**src/rtl/u8vsf_pkg.sv**
```systemverilog
// Shared types and sizes of the UTF-8 skeleton fold unit.
// No dependencies; every module of the unit imports it.
package u8vsf_pkg;

    // Width of a code point; lenient decoding yields up to 0x1FFFFF.
    localparam int unsigned CP_W = 21;

    // Default depth of the code point queue between front and back.
    localparam int unsigned QUEUE_DEPTH = 4;

    typedef struct packed {
        logic [7:0] in_byte;
        logic       in_last;
    } t_in_item;

    typedef struct packed {
        logic [7:0] out_byte;
        logic       byte_valid;
        logic       out_last;
    } t_out_item;

    // One folded code point waiting to be encoded, or a bare end marker.
    typedef struct packed {
        logic [CP_W-1:0] cp;
        logic            last;
        logic            marker;
    } t_cp_entry;

endpackage

```
**src/rtl/u8vsf_fifo.sv**
```systemverilog
// Small register queue of code point entries between front and back.
// Depends on u8vsf_pkg for the entry type.
module u8vsf_fifo #(
    parameter int unsigned DEPTH = u8vsf_pkg::QUEUE_DEPTH
) (
    input  logic                  i_clk,
    input  logic                  i_rst_n,
    input  logic                  i_push,
    input  u8vsf_pkg::t_cp_entry  i_push_entry,
    output logic                  o_full,
    input  logic                  i_pop,
    output u8vsf_pkg::t_cp_entry  o_head,
    output logic                  o_empty
);
    import u8vsf_pkg::*;

    localparam int unsigned AW = (DEPTH > 1) ? $clog2(DEPTH) : 1;
    localparam int unsigned CW = $clog2(DEPTH + 1);

    t_cp_entry         r_mem [DEPTH];
    logic [AW-1:0]     r_wr, n_wr;
    logic [AW-1:0]     r_rd, n_rd;
    logic [CW-1:0]     r_cnt, n_cnt;

    assign o_full  = (r_cnt == CW'(DEPTH));
    assign o_empty = (r_cnt == '0);
    assign o_head  = r_mem[r_rd];

    always_comb begin
        n_wr  = r_wr;
        n_rd  = r_rd;
        n_cnt = r_cnt;
        if (i_push) begin
            n_wr = (r_wr == AW'(DEPTH - 1)) ? '0 : r_wr + AW'(1);
        end
        if (i_pop) begin
            n_rd = (r_rd == AW'(DEPTH - 1)) ? '0 : r_rd + AW'(1);
        end
        if (i_push && !i_pop) begin
            n_cnt = r_cnt + CW'(1);
        end else if (!i_push && i_pop) begin
            n_cnt = r_cnt - CW'(1);
        end
    end

    always_ff @(posedge i_clk) begin
        if (!i_rst_n) begin
            r_wr  <= '0;
            r_rd  <= '0;
            r_cnt <= '0;
        end else begin
            r_wr  <= n_wr;
            r_rd  <= n_rd;
            r_cnt <= n_cnt;
        end
    end

    always_ff @(posedge i_clk) begin
        if (i_push) begin
            r_mem[r_wr] <= i_push_entry;
        end
    end

endmodule

```
**src/rtl/u8vsf_front.sv**
```systemverilog
// Front end: decodes input bytes, folds code points and queues them in order.
// Depends on u8vsf_pkg for item and entry types.
module u8vsf_front (
    input  logic                  i_clk,
    input  logic                  i_rst_n,
    input  logic                  i_in_valid,
    output logic                  o_in_stall,
    input  u8vsf_pkg::t_in_item   i_in_item,
    output logic                  o_push,
    output u8vsf_pkg::t_cp_entry  o_push_entry,
    input  logic                  i_full
);
    import u8vsf_pkg::*;

    // Output slots of one item, in emission order.
    localparam int unsigned S_ABN_LEAD = 0;
    localparam int unsigned S_ABN_C0   = 1;
    localparam int unsigned S_ABN_C1   = 2;
    localparam int unsigned S_MAIN     = 3;
    localparam int unsigned S_FL_LEAD  = 4;
    localparam int unsigned S_FL_C0    = 5;
    localparam int unsigned S_FL_C1    = 6;
    localparam int unsigned S_MARK     = 7;
    localparam int unsigned NSLOT      = 8;

    localparam logic [CP_W-1:0] CMB_LO   = CP_W'(32'h0300);
    localparam logic [CP_W-1:0] CMB_HI   = CP_W'(32'h036f);
    localparam logic [CP_W-1:0] FW_LO    = CP_W'(32'hff01);
    localparam logic [CP_W-1:0] FW_HI    = CP_W'(32'hff5e);
    localparam logic [CP_W-1:0] FW_OFS   = CP_W'(32'hfee0);
    localparam logic [CP_W-1:0] UC_LO    = CP_W'(32'h0041);
    localparam logic [CP_W-1:0] UC_HI    = CP_W'(32'h005a);
    localparam logic [CP_W-1:0] CASE_OFS = CP_W'(32'h0020);

    function automatic logic [CP_W-1:0] fold_cp(input logic [CP_W-1:0] cp);
        logic [CP_W-1:0] c;
        c = cp;
        if (c >= FW_LO && c <= FW_HI) begin
            c = c - FW_OFS;
        end
        if (c >= UC_LO && c <= UC_HI) begin
            c = c + CASE_OFS;
        end
        return c;
    endfunction

    function automatic logic [CP_W-1:0] byte_cp(input logic [7:0] b);
        return {{(CP_W-8){1'b0}}, b};
    endfunction

    // Decoder state.
    logic [7:0]       r_lead, n_lead;
    logic [2:0]       r_width, n_width;
    logic [1:0]       r_count, n_count;
    logic [7:0]       r_cont [2];
    logic [7:0]       n_cont [2];
    logic [CP_W-1:0]  r_accum, n_accum;

    // Slots of the item being queued.
    logic [NSLOT-1:0] r_vld, n_vld;
    logic [CP_W-1:0]  r_scp [NSLOT];
    logic             r_step_last;

    logic [NSLOT-1:0] ld_vld;
    logic [CP_W-1:0]  ld_cp [NSLOT];

    logic [7:0]       in_b;
    logic             is_cont;
    logic [2:0]       lw;
    logic [CP_W-1:0]  lv;
    logic [CP_W-1:0]  acc_ext;
    logic [2:0]       cnt_p1;
    logic             do_start;
    logic             main_have;
    logic [CP_W-1:0]  main_raw;

    logic [NSLOT-1:0] low;
    logic [NSLOT-1:0] rest;
    logic [CP_W-1:0]  sel_cp;
    logic             can_take;
    logic             accept;

    assign in_b    = i_in_item.in_byte;
    assign is_cont = (in_b[7:6] == 2'b10);
    assign acc_ext = {r_accum[CP_W-7:0], in_b[5:0]};
    assign cnt_p1  = {1'b0, r_count} + 3'd1;

    // Lead byte classification of the incoming byte.
    always_comb begin
        if (in_b[7:5] == 3'b110) begin
            lw = 3'd2;
            lv = {{(CP_W-5){1'b0}}, in_b[4:0]};
        end else if (in_b[7:4] == 4'b1110) begin
            lw = 3'd3;
            lv = {{(CP_W-4){1'b0}}, in_b[3:0]};
        end else if (in_b[7:3] == 5'b11110) begin
            lw = 3'd4;
            lv = {{(CP_W-3){1'b0}}, in_b[2:0]};
        end else begin
            lw = 3'd0;
            lv = '0;
        end
    end

    // Work out the code points of one item and the state it leaves.
    always_comb begin
        n_lead    = r_lead;
        n_width   = r_width;
        n_count   = r_count;
        n_cont    = r_cont;
        n_accum   = r_accum;
        ld_vld    = '0;
        do_start  = 1'b0;
        main_have = 1'b0;
        main_raw  = '0;
        for (int i = 0; i < NSLOT; i++) begin
            ld_cp[i] = '0;
        end

        if (r_width == 3'd0) begin
            do_start = 1'b1;
        end else if (!is_cont) begin
            // Broken sequence: give back the lead and the held bytes.
            ld_vld[S_ABN_LEAD] = 1'b1;
            ld_cp[S_ABN_LEAD]  = byte_cp(r_lead);
            ld_vld[S_ABN_C0]   = (r_count >= 2'd1);
            ld_cp[S_ABN_C0]    = byte_cp(r_cont[0]);
            ld_vld[S_ABN_C1]   = (r_count >= 2'd2);
            ld_cp[S_ABN_C1]    = byte_cp(r_cont[1]);
            n_width  = 3'd0;
            n_count  = 2'd0;
            do_start = 1'b1;
        end else begin
            n_accum = acc_ext;
            if (cnt_p1 >= (r_width - 3'd1)) begin
                main_have = 1'b1;
                main_raw  = acc_ext;
                n_width   = 3'd0;
                n_count   = 2'd0;
            end else begin
                n_cont[r_count[0]] = in_b;
                n_count = r_count + 2'd1;
            end
        end

        if (do_start) begin
            if (lw != 3'd0) begin
                n_lead  = in_b;
                n_width = lw;
                n_count = 2'd0;
                n_accum = lv;
            end else begin
                main_have = 1'b1;
                main_raw  = byte_cp(in_b);
            end
        end

        // Combining marks vanish; everything else is folded.
        ld_vld[S_MAIN] = main_have && !(main_raw >= CMB_LO && main_raw <= CMB_HI);
        ld_cp[S_MAIN]  = fold_cp(main_raw);

        // End of string flushes a pending sequence.
        if (i_in_item.in_last && n_width != 3'd0) begin
            ld_vld[S_FL_LEAD] = 1'b1;
            ld_cp[S_FL_LEAD]  = byte_cp(n_lead);
            ld_vld[S_FL_C0]   = (n_count >= 2'd1);
            ld_cp[S_FL_C0]    = byte_cp(n_cont[0]);
            ld_vld[S_FL_C1]   = (n_count >= 2'd2);
            ld_cp[S_FL_C1]    = byte_cp(n_cont[1]);
            n_width = 3'd0;
            n_count = 2'd0;
        end

        // A final item that yields nothing still sends an end marker.
        ld_vld[S_MARK] = i_in_item.in_last && (ld_vld[S_FL_C1:S_ABN_LEAD] == '0);
    end

    // Queue the slots lowest first, one per cycle while the queue is not full.
    assign low  = r_vld & (~r_vld + NSLOT'(1));
    assign rest = r_vld & ~low;

    always_comb begin
        sel_cp = '0;
        for (int i = 0; i < NSLOT; i++) begin
            if (low[i]) begin
                sel_cp = r_scp[i];
            end
        end
    end

    assign o_push              = (r_vld != '0) && !i_full;
    assign o_push_entry.cp     = sel_cp;
    assign o_push_entry.marker = low[S_MARK];
    assign o_push_entry.last   = r_step_last && (rest == '0);

    assign can_take   = (r_vld == '0) || ((rest == '0) && !i_full);
    assign o_in_stall = !can_take;
    assign accept     = i_in_valid && can_take;

    always_comb begin
        if (accept) begin
            n_vld = ld_vld;
        end else if (o_push) begin
            n_vld = rest;
        end else begin
            n_vld = r_vld;
        end
    end

    always_ff @(posedge i_clk) begin
        if (!i_rst_n) begin
            r_vld   <= '0;
            r_lead  <= '0;
            r_width <= '0;
            r_count <= '0;
            r_accum <= '0;
        end else begin
            r_vld <= n_vld;
            if (accept) begin
                r_lead  <= n_lead;
                r_width <= n_width;
                r_count <= n_count;
                r_accum <= n_accum;
            end
        end
    end

    always_ff @(posedge i_clk) begin
        if (accept) begin
            r_cont      <= n_cont;
            r_scp       <= ld_cp;
            r_step_last <= i_in_item.in_last;
        end
    end

endmodule

```
**src/rtl/u8vsf_back.sv**
```systemverilog
// Back end: encodes queued code points as shortest UTF-8, one byte per cycle unless stalled.
// Depends on u8vsf_pkg for entry and result types.
module u8vsf_back (
    input  logic                  i_clk,
    input  logic                  i_rst_n,
    input  u8vsf_pkg::t_cp_entry  i_head,
    input  logic                  i_empty,
    output logic                  o_pop,
    output logic                  o_out_valid,
    input  logic                  i_out_stall,
    output u8vsf_pkg::t_out_item  o_out_item
);
    import u8vsf_pkg::*;

    logic [1:0]      r_idx, n_idx;
    logic            r_out_vld, n_out_vld;
    t_out_item       r_out_item;

    logic [CP_W-1:0] cp;
    logic [1:0]      last_idx;
    logic [7:0]      enc [4];
    logic            load;
    logic            at_end;

    assign cp = i_head.cp;

    always_comb begin
        if (cp <= CP_W'(32'h7f)) begin
            last_idx = 2'd0;
        end else if (cp <= CP_W'(32'h7ff)) begin
            last_idx = 2'd1;
        end else if (cp <= CP_W'(32'hffff)) begin
            last_idx = 2'd2;
        end else begin
            last_idx = 2'd3;
        end
    end

    always_comb begin
        enc[0] = '0;
        enc[1] = '0;
        enc[2] = '0;
        enc[3] = '0;
        case (last_idx)
            2'd0: begin
                enc[0] = {1'b0, cp[6:0]};
            end
            2'd1: begin
                enc[0] = {3'b110, cp[10:6]};
                enc[1] = {2'b10, cp[5:0]};
            end
            2'd2: begin
                enc[0] = {4'b1110, cp[15:12]};
                enc[1] = {2'b10, cp[11:6]};
                enc[2] = {2'b10, cp[5:0]};
            end
            2'd3: begin
                enc[0] = {5'b11110, cp[20:18]};
                enc[1] = {2'b10, cp[17:12]};
                enc[2] = {2'b10, cp[11:6]};
                enc[3] = {2'b10, cp[5:0]};
            end
            default: begin
                enc[0] = '0;
            end
        endcase
    end

    assign load   = !i_empty && (!r_out_vld || !i_out_stall);
    assign at_end = (r_idx == last_idx);
    assign o_pop  = load && at_end;

    always_comb begin
        n_idx     = r_idx;
        n_out_vld = r_out_vld;
        if (load) begin
            n_out_vld = 1'b1;
            n_idx     = at_end ? 2'd0 : r_idx + 2'd1;
        end else if (!i_out_stall) begin
            n_out_vld = 1'b0;
        end
    end

    always_ff @(posedge i_clk) begin
        if (!i_rst_n) begin
            r_idx     <= '0;
            r_out_vld <= 1'b0;
        end else begin
            r_idx     <= n_idx;
            r_out_vld <= n_out_vld;
        end
    end

    always_ff @(posedge i_clk) begin
        if (load) begin
            r_out_item.out_byte   <= enc[r_idx];
            r_out_item.byte_valid <= !i_head.marker;
            r_out_item.out_last   <= i_head.last && at_end;
        end
    end

    assign o_out_valid = r_out_vld;
    assign o_out_item  = r_out_item;

endmodule

```
**src/rtl/utf8_visual_skeleton_fold_unit.sv**
```systemverilog
// UTF-8 skeleton fold: an accepted item passes the front slots, the queue and the back output register.
// Throughput: one input byte per cycle into the front and one output byte per cycle out of
// the back while neither stalls; the front pushes the code points of an item one at a time
// and takes the next item as it pushes the last of them.
// Synchronous active-low reset empties the queue and the output register and clears
// the decoder state; no clearing pass is needed.
module utf8_visual_skeleton_fold_unit #(
    parameter int unsigned QDEPTH = u8vsf_pkg::QUEUE_DEPTH
) (
    input  logic                  i_clk,
    input  logic                  i_rst_n,
    input  logic                  i_in_valid,
    output logic                  o_in_stall,
    input  u8vsf_pkg::t_in_item   i_in_item,
    output logic                  o_out_valid,
    input  logic                  i_out_stall,
    output u8vsf_pkg::t_out_item  o_out_item
);
    import u8vsf_pkg::*;

    // The front decodes each item, keeps the partial sequence, strips combining
    // marks and folds fullwidth and upper case forms. It turns one item into an
    // ordered set of code points and pushes them into the queue one per cycle
    // while it is not full. Each queue entry already knows whether it closes
    // the string, so the back never has to look at the input side.
    logic      push;
    t_cp_entry push_entry;
    logic      full;

    // The back encodes the code point at the head of the queue and sends one
    // byte per cycle through its output register unless the output stalls,
    // popping the entry with its final byte. Either side can stall without
    // holding up the other until the queue fills or runs dry.
    t_cp_entry head;
    logic      empty;
    logic      pop;

    u8vsf_front u_front (
        .i_clk        (i_clk),
        .i_rst_n      (i_rst_n),
        .i_in_valid   (i_in_valid),
        .o_in_stall   (o_in_stall),
        .i_in_item    (i_in_item),
        .o_push       (push),
        .o_push_entry (push_entry),
        .i_full       (full)
    );

    u8vsf_fifo #(
        .DEPTH (QDEPTH)
    ) u_fifo (
        .i_clk        (i_clk),
        .i_rst_n      (i_rst_n),
        .i_push       (push),
        .i_push_entry (push_entry),
        .o_full       (full),
        .i_pop        (pop),
        .o_head       (head),
        .o_empty      (empty)
    );

    u8vsf_back u_back (
        .i_clk       (i_clk),
        .i_rst_n     (i_rst_n),
        .i_head      (head),
        .i_empty     (empty),
        .o_pop       (pop),
        .o_out_valid (o_out_valid),
        .i_out_stall (i_out_stall),
        .o_out_item  (o_out_item)
    );

endmodule

```
**config.mk**
```make
export PLATFORM = sky130hd
export DESIGN_NAME = utf8_visual_skeleton_fold_unit
export DESIGN_NICKNAME = d
export VERILOG_FILES = /design/src/rtl/u8vsf_pkg.sv /design/src/rtl/u8vsf_fifo.sv /design/src/rtl/u8vsf_front.sv /design/src/rtl/u8vsf_back.sv /design/src/rtl/utf8_visual_skeleton_fold_unit.sv
export SDC_FILE = /design/constraint.sdc
export NUM_CORES = 1
export LEC_CHECK = 0
export BUFFER_PORTS_ARGS = -buffer_cell sky130_fd_sc_hd__buf_4
export CAP_MARGIN = 15
export CORE_ASPECT_RATIO = 0.5
export CORE_MARGIN = 2
export CORE_UTILIZATION = 50
export CTS_CLUSTER_DIAMETER = 50
export CTS_CLUSTER_SIZE = 20
export DETAILED_ROUTE_END_ITERATION = 8
export GPL_TIMING_DRIVEN = 0
export HOLD_SLACK_MARGIN = 0.08
export PLACE_DENSITY_LB_ADDON = 0.3
export SLEW_MARGIN = 20
export SYNTH_ARGS = -nofsm -noshare
export SYNTH_HDL_FRONTEND = slang
export SYNTH_SLANG_ARGS = --single-unit
```
**constraint.sdc**
```tcl
create_clock -name i_clk -period 12.98 [get_ports i_clk]
set_clock_uncertainty 0.2 [all_clocks]
set_input_delay 0.649 -clock i_clk [delete_from_list [all_inputs] [get_ports i_clk]]
set_output_delay 0.649 -clock i_clk [all_outputs]
set_load 0.05 [all_outputs]
```
==> impl_metrics.toml, run 1 <==
[yosys]
synth_ff_type = "edfxtp_1"
synth-compound-area-share_pct = 11.4
yosysSeqAreaShare_pct = 61.9
netlist_instances = 852
synth-async-reset-ratio_pct = 0
synth_edf_count = 188
yosys.area_share.simple_pct = 14.1
synth-seq-cells = 236
synth_area_um2 = 10700
yosysWarnings = 0
synthesis.nets = 886
synthAdderAreaFrac_pct = 2.62
syn_area_per_cell_um2 = 12.5
synth_top_family_by_area = "simple AND/OR/NAND/NOR gates"
synthXorXnorAreaFrac_pct = 0.562
synthDistinctLibCells = 70
synth_mux_area_share_pct = 6.85

[route]
route.detailed.drc = 0
routedWlPerCell_um = 20.5
drt-total-wl_um = 24100
num_vias = 7109
vias_per_cell = 6.03
drt_iter0_drc = 766
first_pass_iters = 5
postRouteAntennaNets = 0

[critical_path]
critical_path.endpoint_type = "flop"
worstPathArrival_ns = 6.80
setup.worst_path.class = "flop to flop"
cpMostUsedCell = "ha_1"
crit_buf_inv = 5
crit_slowest_cell = "dfxtp_1"
critPathTopFamily = "simple AND/OR/NAND/NOR gates"
slowest_delay_ns = 0.50
crit_path_max_fanout = 10
worstPathCellList = "inv_1 > ha_1 > ha_1 > a21oi_1 > o21a_1 > clkbuf_1 > a21oi_1 > nand2_1 > ha_1 > nand4_1 > or4_4 > or3_1 > a2bb2oi_1 > or4_1 > buf_2 > buf_2 > xnor2_2 > inv_1 > ha_1 > nor2_1 > or3_1 > a211oi_1 > o2111a_2 > mux2_4"
required_ns = 13.02
cp-start-kind = "flop"
regToRegSetupSlack_ns = 6.22

[sta]
holdWs_ns = 0.267
fin_crit_sh_pct = 52.1
hold_viol = 0
slew-limit-headroom_pct = 28.6
drv_slew = 0
rsz0062_at_grt = "false"
worst_pin_slew_ns = 1.07
worst_slack_ns = 6.22
min_period_ns = 6.76
clock.fmax_ghz = 0.148
final-setup-viol-count = 0
tns_ns = 0

[pwr]
power.internal_w = 0.00145
power_switching_share_pct = 30.4
power_switching_w = 0.000632
seq_power_share_pct = 52.0
power_frac_clock_pct = 24.5
comb_power_share_pct = 23.5
ir_drop_mv = 0.102
power.density_nw_per_um2 = 177
leakage_nw = 4.26

[global_route]
grt_first_pass_wirelength_um = 38400
grtUsageTotal_pct = 21.9
grt_pass1_vias = 6810
grt_max_degree = 54
antenna_found_initial = 0
grt-ovfl-total = 0

[flow_run]
maxCapViolCount = 0

[clock_tree]
post-cts-setup-buffer-count = 0
htree_levels = 1
cts_buffer_depth = 3
cts_hold_buf = 0
cts_root_buffer = "clkbuf_16"
clkTransAtPathRegs_ns = 0.08
cts_resized = 0
cts_sinks = 236
clk_latency_ns = 0.49
cts_tree = "yes"
numCtsBuffers = 16

[placed_design]
dp_worst_setup_slack_ns = 6.31
gp_congestion = 0.918
io_buffers = 23
place_hpwl_um = 16800

[status]
status = "finished clean"

[layout]
nFillCells = 1722
areaGrowthSynthToFinish_pct = 10.0
antenna_cells = 0
drive_gt1_share_pct = 11.4
fin_nets = 929

[floorplan]
die_area_um2 = 22600
io_pins = 25
row_count = 37
die_height_um = 107
core_um2 = 20700
start_util_pct = 51.5
die_x_um = 211

[min_path]
hp-class = "primary input to flop"
==> flip-flops by register name (all words and copies together), names as in the netlist, named ones only <==
signal,count
u_front.r_width,3
u_front.r_step_last,1
u_fifo.r_mem,92
u_front.r_lead,8
u_front.r_cont,16
u_back.o_out_item,10
u_back.o_out_valid,1
u_front.r_scp,69
u_back.r_idx,2
u_fifo.r_cnt,3
u_fifo.r_rd,2
u_fifo.r_wr,2
u_front.r_accum,15
u_front.r_vld,8
u_front.r_count,2
==> worst paths after layout <==
path / start / to / depth (start not counted)
worst max-delay path: u_front.r_count[0] / u_front.r_scp[90] / 24
worst min-delay path: i_in_item[0] / u_front.r_step_last / 1
worst max register to register: u_front.r_count[0] / u_front.r_scp[90] / 24
worst min register to register: u_front.r_accum[11] / u_front.r_accum[11] / 1
==> per-layer routing <==
layer / routed length [um] / part of all wire [%] / track usage, % / vias to the layer above
met4: 354 / 1.5 / 4.02 / 0
met5: 0 / 0 / 0 / -
met2: 11100 / 46 / 35.9 / 255
met1: 11200 / 46 / 31.9 / 3490
li1: - / - / - / 3334
met3: 1490 / 6.2 / 2.89 / 30
==> worst register-to-register path, delay by kind of cell (launching register included) <==
| family | cells | cell delay, ns |
|---|---|---|
| flip-flops | 1 | 0.50 |
| XOR/XNOR | 1 | 0.17 |
| adder cells (fa/ha/maj) | 4 | 1.04 |
| multiplexers | 1 | 0.32 |
| AND/OR/NAND/NOR | 7 | 2.11 |
| AO/OA/AOI/OAI | 6 | 1.31 |
| buffers and inverters | 5 | 0.87 |
==> area by class of cell <==
class	count	area (um^2)	share of cell area, %
plain buffers	47	186	1.59
clock buffers	25	487	4.14
clock inverters	3	22.5	0.192
inverters	27	101	0.863
multi-input cells	542	3800	32.4
flip-flops and latches	236	6610	56.2
well taps	273	342	2.91
repair buffers	25	200	1.70
==> metrics by stage <==
| step | instance area (um^2) | util (%) | power, W | instances |
|---|---|---|---|---|
| after detailed placement | 11200 | 54.2 | 0.00158 | 1150 |
| after CTS | 11700 | 56.6 | 0.00208 | 1178 |
| final | 11700 | 56.6 | 0.00208 | 1178 |
| after floorplan | 10700 | - | 0.00143 | 852 |
| after global routing | 11700 | 56.6 | 0.00217 | 1178 |
| after global placement | 11200 | 54.0 | 0.00157 | 1148 |
==> synth_stat cells, drive strengths merged (11+ instances only) <==
library cell / n / area (um^2)
a21oi: 47 / 235
a221oi: 13 / 114
a22o: 11 / 96.3
a22oi: 18 / 135
and2: 22 / 138
and3: 44 / 275
clkbuf: 41 / 154
dfxtp: 48 / 961
edfxtp: 188 / 5650
ha: 20 / 250
inv: 26 / 97.6
mux2: 13 / 154
mux4: 23 / 518
nand2: 75 / 282
nand3: 22 / 110
nor2: 54 / 203
nor2b: 20 / 125
nor3: 13 / 65.1
o21ai: 38 / 190
==> cells in the final DEF (no fill, tap or decap), drive strengths merged, types with 6 or more instances in the layout <==
cell	Yosys	final
nand2	75	75
a22o	11	11
a22oi	18	18
ha	20	20
dfxtp	48	48
buf	6	31
o21ai	38	38
or3	6	6
a221oi	13	13
nand3	22	22
nor2	54	54
o21a	6	6
and3	44	44
a21oi	47	47
mux4	23	23
clkbuf	41	66
edfxtp	188	188
inv	26	28
and2	22	22
a211oi	6	6
mux2	13	13
mux2i	6	6
nor3	13	13
nor2b	20	20
==> cells by family after synthesis <==
kind of cell    Yosys count
simple gates            290
flops                   236
buf+inv                  74
mux                      42
xor+xnor                  6
fa+ha+maj                22
compound gates          182
==> power groups by stage <==
stage                     logic (W)  registers (W)  clock network (W)
after detailed placement   0.000487        0.00110                  0
after CTS                  0.000489        0.00108           0.000515
after global placement     0.000469        0.00110                  0
after floorplan            0.000292        0.00114                  0
final                      0.000489        0.00108           0.000509
after global routing       0.000534        0.00110           0.000539
(Power assumes the default switching activity.)
==> inputs of run 2 (changes only) <==
clock period = 5.6 ns   (was 12.98 ns; I/O delays follow)
==> run 2 against run 1 <==
Compared with the run above:
- the run now ends with negative setup slack left
- hold slack got worse by 0.16 ns
- cell area up 4.2%
- setup slack worse by 6.3 ns
- register-to-register slack lost 6.3 ns
- via count rose by 2.4%
- global-route usage rose by 1.0 points
==> impl_metrics.toml, run 2 (synthesis results as in run 1) <==
[critical_path]
setup.worst_path.class = "flop to flop"
worstPathArrival_ns = 5.70
cp-start-kind = "flop"
critical_path.endpoint_type = "flop"
crit_path_max_fanout = 4
critPathLaunch = "u_front.r_width[0]"
worstReg2RegStart = "u_front.r_width[0]"
required_ns = 5.66

[clock_tree]
cts_root_buffer = "clkbuf_16"
cts_sinks = 236
cts_buffer_depth = 3
numCtsBuffers = 17
cts_tree = "yes"
htree_levels = 1
clkTransAtPathRegs_ns = 0.08
clk_latency_ns = 0.51

[global_route]
grt-ovfl-total = 0
grt_pass1_vias = 6985
grtUsageTotal_pct = 22.9
grt_first_pass_wirelength_um = 39500
antenna_found_initial = 0
grt_max_degree = 60

[layout]
top_register = "u_fifo.r_mem"
multi_input_area_um2 = 4010
antenna_cells = 0
final_common_cell = "edfxtp_1"
largestRegisters = "u_fifo.r_mem x92, u_front.r_scp x69, u_front.r_cont x16"
largest_reg_flops = 92
drive_gt1_share_pct = 16.6
fin_nets = 955
seq_area_um2 = 6620
areaGrowthSynthToFinish_pct = 14.6
final_cell_mix = "edfxtp_1 (188), nand2_1 (73), nor2_1 (53), clkbuf_1 (45)"
nFillCells = 1682

[route]
routedWlPerCell_um = 21.1
postRouteAntennaNets = 0
drt-total-wl_um = 25500
route.detailed.drc = 0
drt_iter0_drc = 798
num_vias = 7278
vias_per_cell = 6.04
first_pass_iters = 5

[status]
status = "complete, but fails checks"
violations = "negative setup slack"

[sta]
rsz0062_at_grt = "true"
slew-limit-headroom_pct = 34.3
worst_slack_ns = -0.0318
worst_pin_slew_ns = 0.980
min_period_ns = 5.63
fin_crit_sh_pct = 101
drv_slew = 0
clock.fmax_ghz = 0.178
holdWs_ns = 0.104
final-setup-viol-count = 2
hold_viol = 0

[placed_design]
dp_worst_setup_slack_ns = -0.609
io_buffers = 23
place_hpwl_um = 17400
gp_congestion = 0.909

[floorplan]
io_pins = 25
start_util_pct = 51.5
die_x_um = 211
core_um2 = 20700
die_height_um = 107
row_count = 37
die_area_um2 = 22600

[pwr]
power.density_nw_per_um2 = 403
ir_drop_mv = 0.275
leakage_nw = 4.44

[min_path]
hp-class = "primary input to flop"
min_from = "i_in_item[1]"

[flow_run]
maxCapViolCount = 0
## run 2: routing by layer
metal  share of wire (%)  routed length, um  vias to the layer above  GRT usage [%]
met5                   0                  0                        -              0
met4                 1.7                420                        0           5.13
met3                 5.9               1500                       32           3.56
met2                  46              11800                      274           36.6
met1                  46              11800                     3586           33.5
li1                    -                  -                     3386              -
## run 2: path summary, 6_finish.rpt
kind | slack [ns] | endpoint | cells past startpoint
worst max-delay path | -0.03 | u_front.r_scp[90] | 23
worst min register to register | 0.29 | u_back.o_out_valid | 2
worst min-delay path | 0.10 | u_front.r_accum[0] | 3
worst max register to register | -0.03 | u_front.r_scp[90] | 23
## run 2: final cells by class
type	instances	share of cell area [%]
flip-flops and latches	236	54.0
multi-input cells	542	32.8
clock buffers	24	3.77
repair buffers	52	3.51
well taps	273	2.79
plain buffers	45	1.53
inverters	27	0.869
clock inverters	6	0.726
## run 2: per-stage QoR
step	utilization, %	std cells	power (W)	TNS (ns)	area [um^2]
floorplan	-	852	0.00332	0	10700
global placement	54.1	1148	0.00364	-85.37	11200
detailed placement	54.3	1150	0.00368	-1.38	11300
CTS	58.3	1202	0.00495	-0.0457	12100
global route	59.0	1205	0.00516	-0.446	12200
finish	59.0	1205	0.00493	-0.0326	12200
## run 2: worst max-delay path, stage by stage, from the launching register on
cell       delay, ns
dfxtp_2         0.36
inv_4           0.06
ha_4            0.17
xnor2_4         0.13
ha_4            0.31
nand2_4         0.05
o21a_4          0.24
nor2_4          0.09
a22o_1          0.17
ha_2            0.17
nand4_1         0.08
or4_4           0.55
or3_4           0.38
a2bb2oi_2       0.14
or4_4           0.58
buf_8           0.16
xnor2_4         0.15
inv_2           0.08
ha_4            0.14
nor2_1          0.05
or3_4           0.34
a211oi_2        0.23
o2111a_2        0.27
mux2_4          0.32
## run 2: where the power goes
group,internal [W],switching [W]
sequential,0.00237,0.000136
clock,0.000645,0.000614
combinational,0.000386,0.000780
## run 2: timing repair
item                                    in CTS  in global routing
hold buffers                                 6                  0
endpoints found under the hold margin       23                  0
pin swaps                                    8                 17
setup buffers                               16                  5
resized for setup                           22                 23
endpoints found under the setup margin       3                  3
==> inputs of run 3 (changes only) <==
CORE_UTILIZATION = 40   (was 50)
==> run 3 against run 2 <==
Compared with the run above:
- the flow still finishes with violations (negative setup slack)
- sequential cell count unchanged
- maximum frequency down 0.49%
- die area up 24%
- combinational power about the same
- utilization down 12 points
- first-iteration DRC count down 12%
- cell area up 1.2%
- power up 2.1%
- clock power up 8%
- clock-buffer cell count unchanged
- sequential share of layout area down 0.63 points
- final cell count up 6.6%
- critical path type unchanged
- critical endpoint unchanged
==> impl_metrics.toml, run 3 (synthesis results as in run 1) <==
[floorplan]
start_util_pct = 40.6
die_area_um2 = 28100
core_um2 = 26300
row_count = 42
io_pins = 25
die_height_um = 120
die_x_um = 235

[pwr]
power_frac_clock_pct = 27.0
comb_power_share_pct = 23.3
p_total_w = 0.00503
ir_drop_mv = 0.153
power.density_nw_per_um2 = 406
leakage_nw = 4.47
power_switching_w = 0.00156
power.internal_w = 0.00348
power_switching_share_pct = 30.9
seq_power_share_pct = 49.7

[placed_design]
gp_congestion = 0.869
place_hpwl_um = 17500
io_buffers = 23
dpl-instance-area_um2 = 11400

[layout]
seq_area_um2 = 6620
top_register = "u_fifo.r_mem"
largest_reg_flops = 92
fin_area_um2 = 12400
drive_gt1_share_pct = 16.7
nFillCells = 2334
fin_nets = 954
multi_input_area_um2 = 4010
final_cell_mix = "edfxtp_1 (188), nand2_1 (72), nor2_1 (53), dfxtp_1 (44)"
final_common_cell = "edfxtp_1"
antenna_cells = 0
areaGrowthSynthToFinish_pct = 16.0
largestRegisters = "u_fifo.r_mem x92, u_front.r_scp x69, u_front.r_cont x16"

[sta]
drv_slew = 0
worst_slack_ns = -0.0594
rsz0062_at_grt = "true"
holdWs_ns = 0.0910
fin_crit_sh_pct = 101
slew-limit-headroom_pct = 34.7
clock.fmax_ghz = 0.177
min_period_ns = 5.66
hold_viol = 0
final-setup-viol-count = 2
worst_pin_slew_ns = 0.974

[route]
vias_per_cell = 5.60
routedWlPerCell_um = 19.9
first_pass_iters = 5
route.detailed.drc = 0
drt-total-wl_um = 25600
drt_iter0_drc = 700
postRouteAntennaNets = 0
num_vias = 7184

[clock_tree]
cts_buffer_depth = 3
cts_root_buffer = "clkbuf_16"
cts_tree = "yes"
cts_sinks = 236
clk_latency_ns = 0.50
htree_levels = 1
clkTransAtPathRegs_ns = 0.08
numCtsBuffers = 18

[critical_path]
setup.worst_path.class = "flop to flop"
worstPathCellList = "inv_2 > ha_4 > xnor2_4 > ha_4 > nand2_4 > o21a_4 > nor2_4 > a22o_1 > ha_2 > nand4_1 > or4_4 > or3_1 > a2bb2oi_1 > or4_4 > buf_8 > xnor2_4 > inv_2 > ha_4 > nor2_1 > or3_4 > a211oi_2 > o2111a_2 > mux2_4"
worstPathArrival_ns = 5.71
cpMostUsedCell = "ha_4"
slowest_delay_ns = 0.58
crit_buf_inv = 3
crit_slowest_cell = "or4_4"
cp-start-kind = "flop"
required_ns = 5.65
critical_path.endpoint_type = "flop"
crit_path_max_fanout = 4
critPathTopFamily = "simple AND/OR/NAND/NOR gates"

[flow_run]
maxCapViolCount = 0

[status]
violations = "negative setup slack"
status = "complete, but fails checks"

[global_route]
grt_max_degree = 59
grt_pass1_vias = 7094
antenna_found_initial = 0
grt_first_pass_wirelength_um = 40100
grt-ovfl-total = 0
grtUsageTotal_pct = 18.2

[min_path]
hp-class = "primary input to flop"
-- run 3: per-layer routing --
layer	track usage, %	vias up	part of all wire (%)
li1	-	3373	-
met1	25.3	3578	46
met2	30.2	188	47
met3	2.76	45	4.9
met4	4.43	0	2.1
met5	0	-	0
-- run 3: worst reg2reg max path, cell delays in order (launching register included) --
cell       delay, ns
dfxtp_2         0.34
inv_2           0.07
ha_4            0.18
xnor2_4         0.13
ha_4            0.31
nand2_4         0.05
o21a_4          0.25
nor2_4          0.09
a22o_1          0.19
ha_2            0.18
nand4_1         0.08
or4_4           0.54
or3_1           0.37
a2bb2oi_1       0.14
or4_4           0.58
buf_8           0.16
xnor2_4         0.14
inv_2           0.08
ha_4            0.15
nor2_1          0.05
or3_4           0.33
a211oi_2        0.23
o2111a_2        0.26
mux2_4          0.32
-- run 3: worst paths after layout --
kind | slack (ns) | end | from | cells past startpoint
max | -0.06 | u_front.r_scp[90] | u_front.r_width[1] | 23
min | 0.09 | u_front.r_accum[0] | i_in_item[1] | 3
max reg2reg | -0.06 | u_front.r_scp[90] | u_front.r_width[1] | 23
min reg2reg | 0.30 | u_back.o_out_valid | u_back.o_out_valid | 2
-- run 3: per-stage QoR --
step	util, %	setup slack [ns]	TNS [ns]	std cells
global route	47.0	-0.232	-0.583	1284
CTS	46.6	-0.0407	-0.0412	1284
floorplan	-	0.0112	0	852
detailed placement	43.2	-0.558	-1.20	1229
finish	47.0	-0.0594	-0.112	1284
global placement	43.0	-1.30	-89.52	1227
-- run 3: final cells by class --
type / instances / share of cell area, %
Tap cell: 352 / 3.56
Timing Repair Buffer: 50 / 3.34
Multi-Input combinational cell: 542 / 32.4
Clock inverter: 8 / 0.808
Sequential cell: 236 / 53.4
Clock buffer: 24 / 4.16
Inverter: 27 / 0.838
Buffer: 45 / 1.52
-- run 3: power by group through the flow --
stage / Clock [W] / Combinational, W / Sequential [W]
2_1_floorplan: 0 / 0.000678 / 0.00264
3_3_place_gp: 0 / 0.00110 / 0.00256
3_5_place_dp: 0 / 0.00115 / 0.00254
4_1_cts: 0.00139 / 0.00116 / 0.00250
5_1_grt: 0.00146 / 0.00128 / 0.00254
6_report: 0.00136 / 0.00117 / 0.00250
-- run 3: what timing repair did --
action / in CTS / in global routing
pin swaps: 8 / 16
endpoints found under the setup margin: 3 / 3
resized for setup: 23 / 20
hold endpoints to repair: 22 / 0
buffers inserted: 17 / 2
hold buffers: 6 / 0
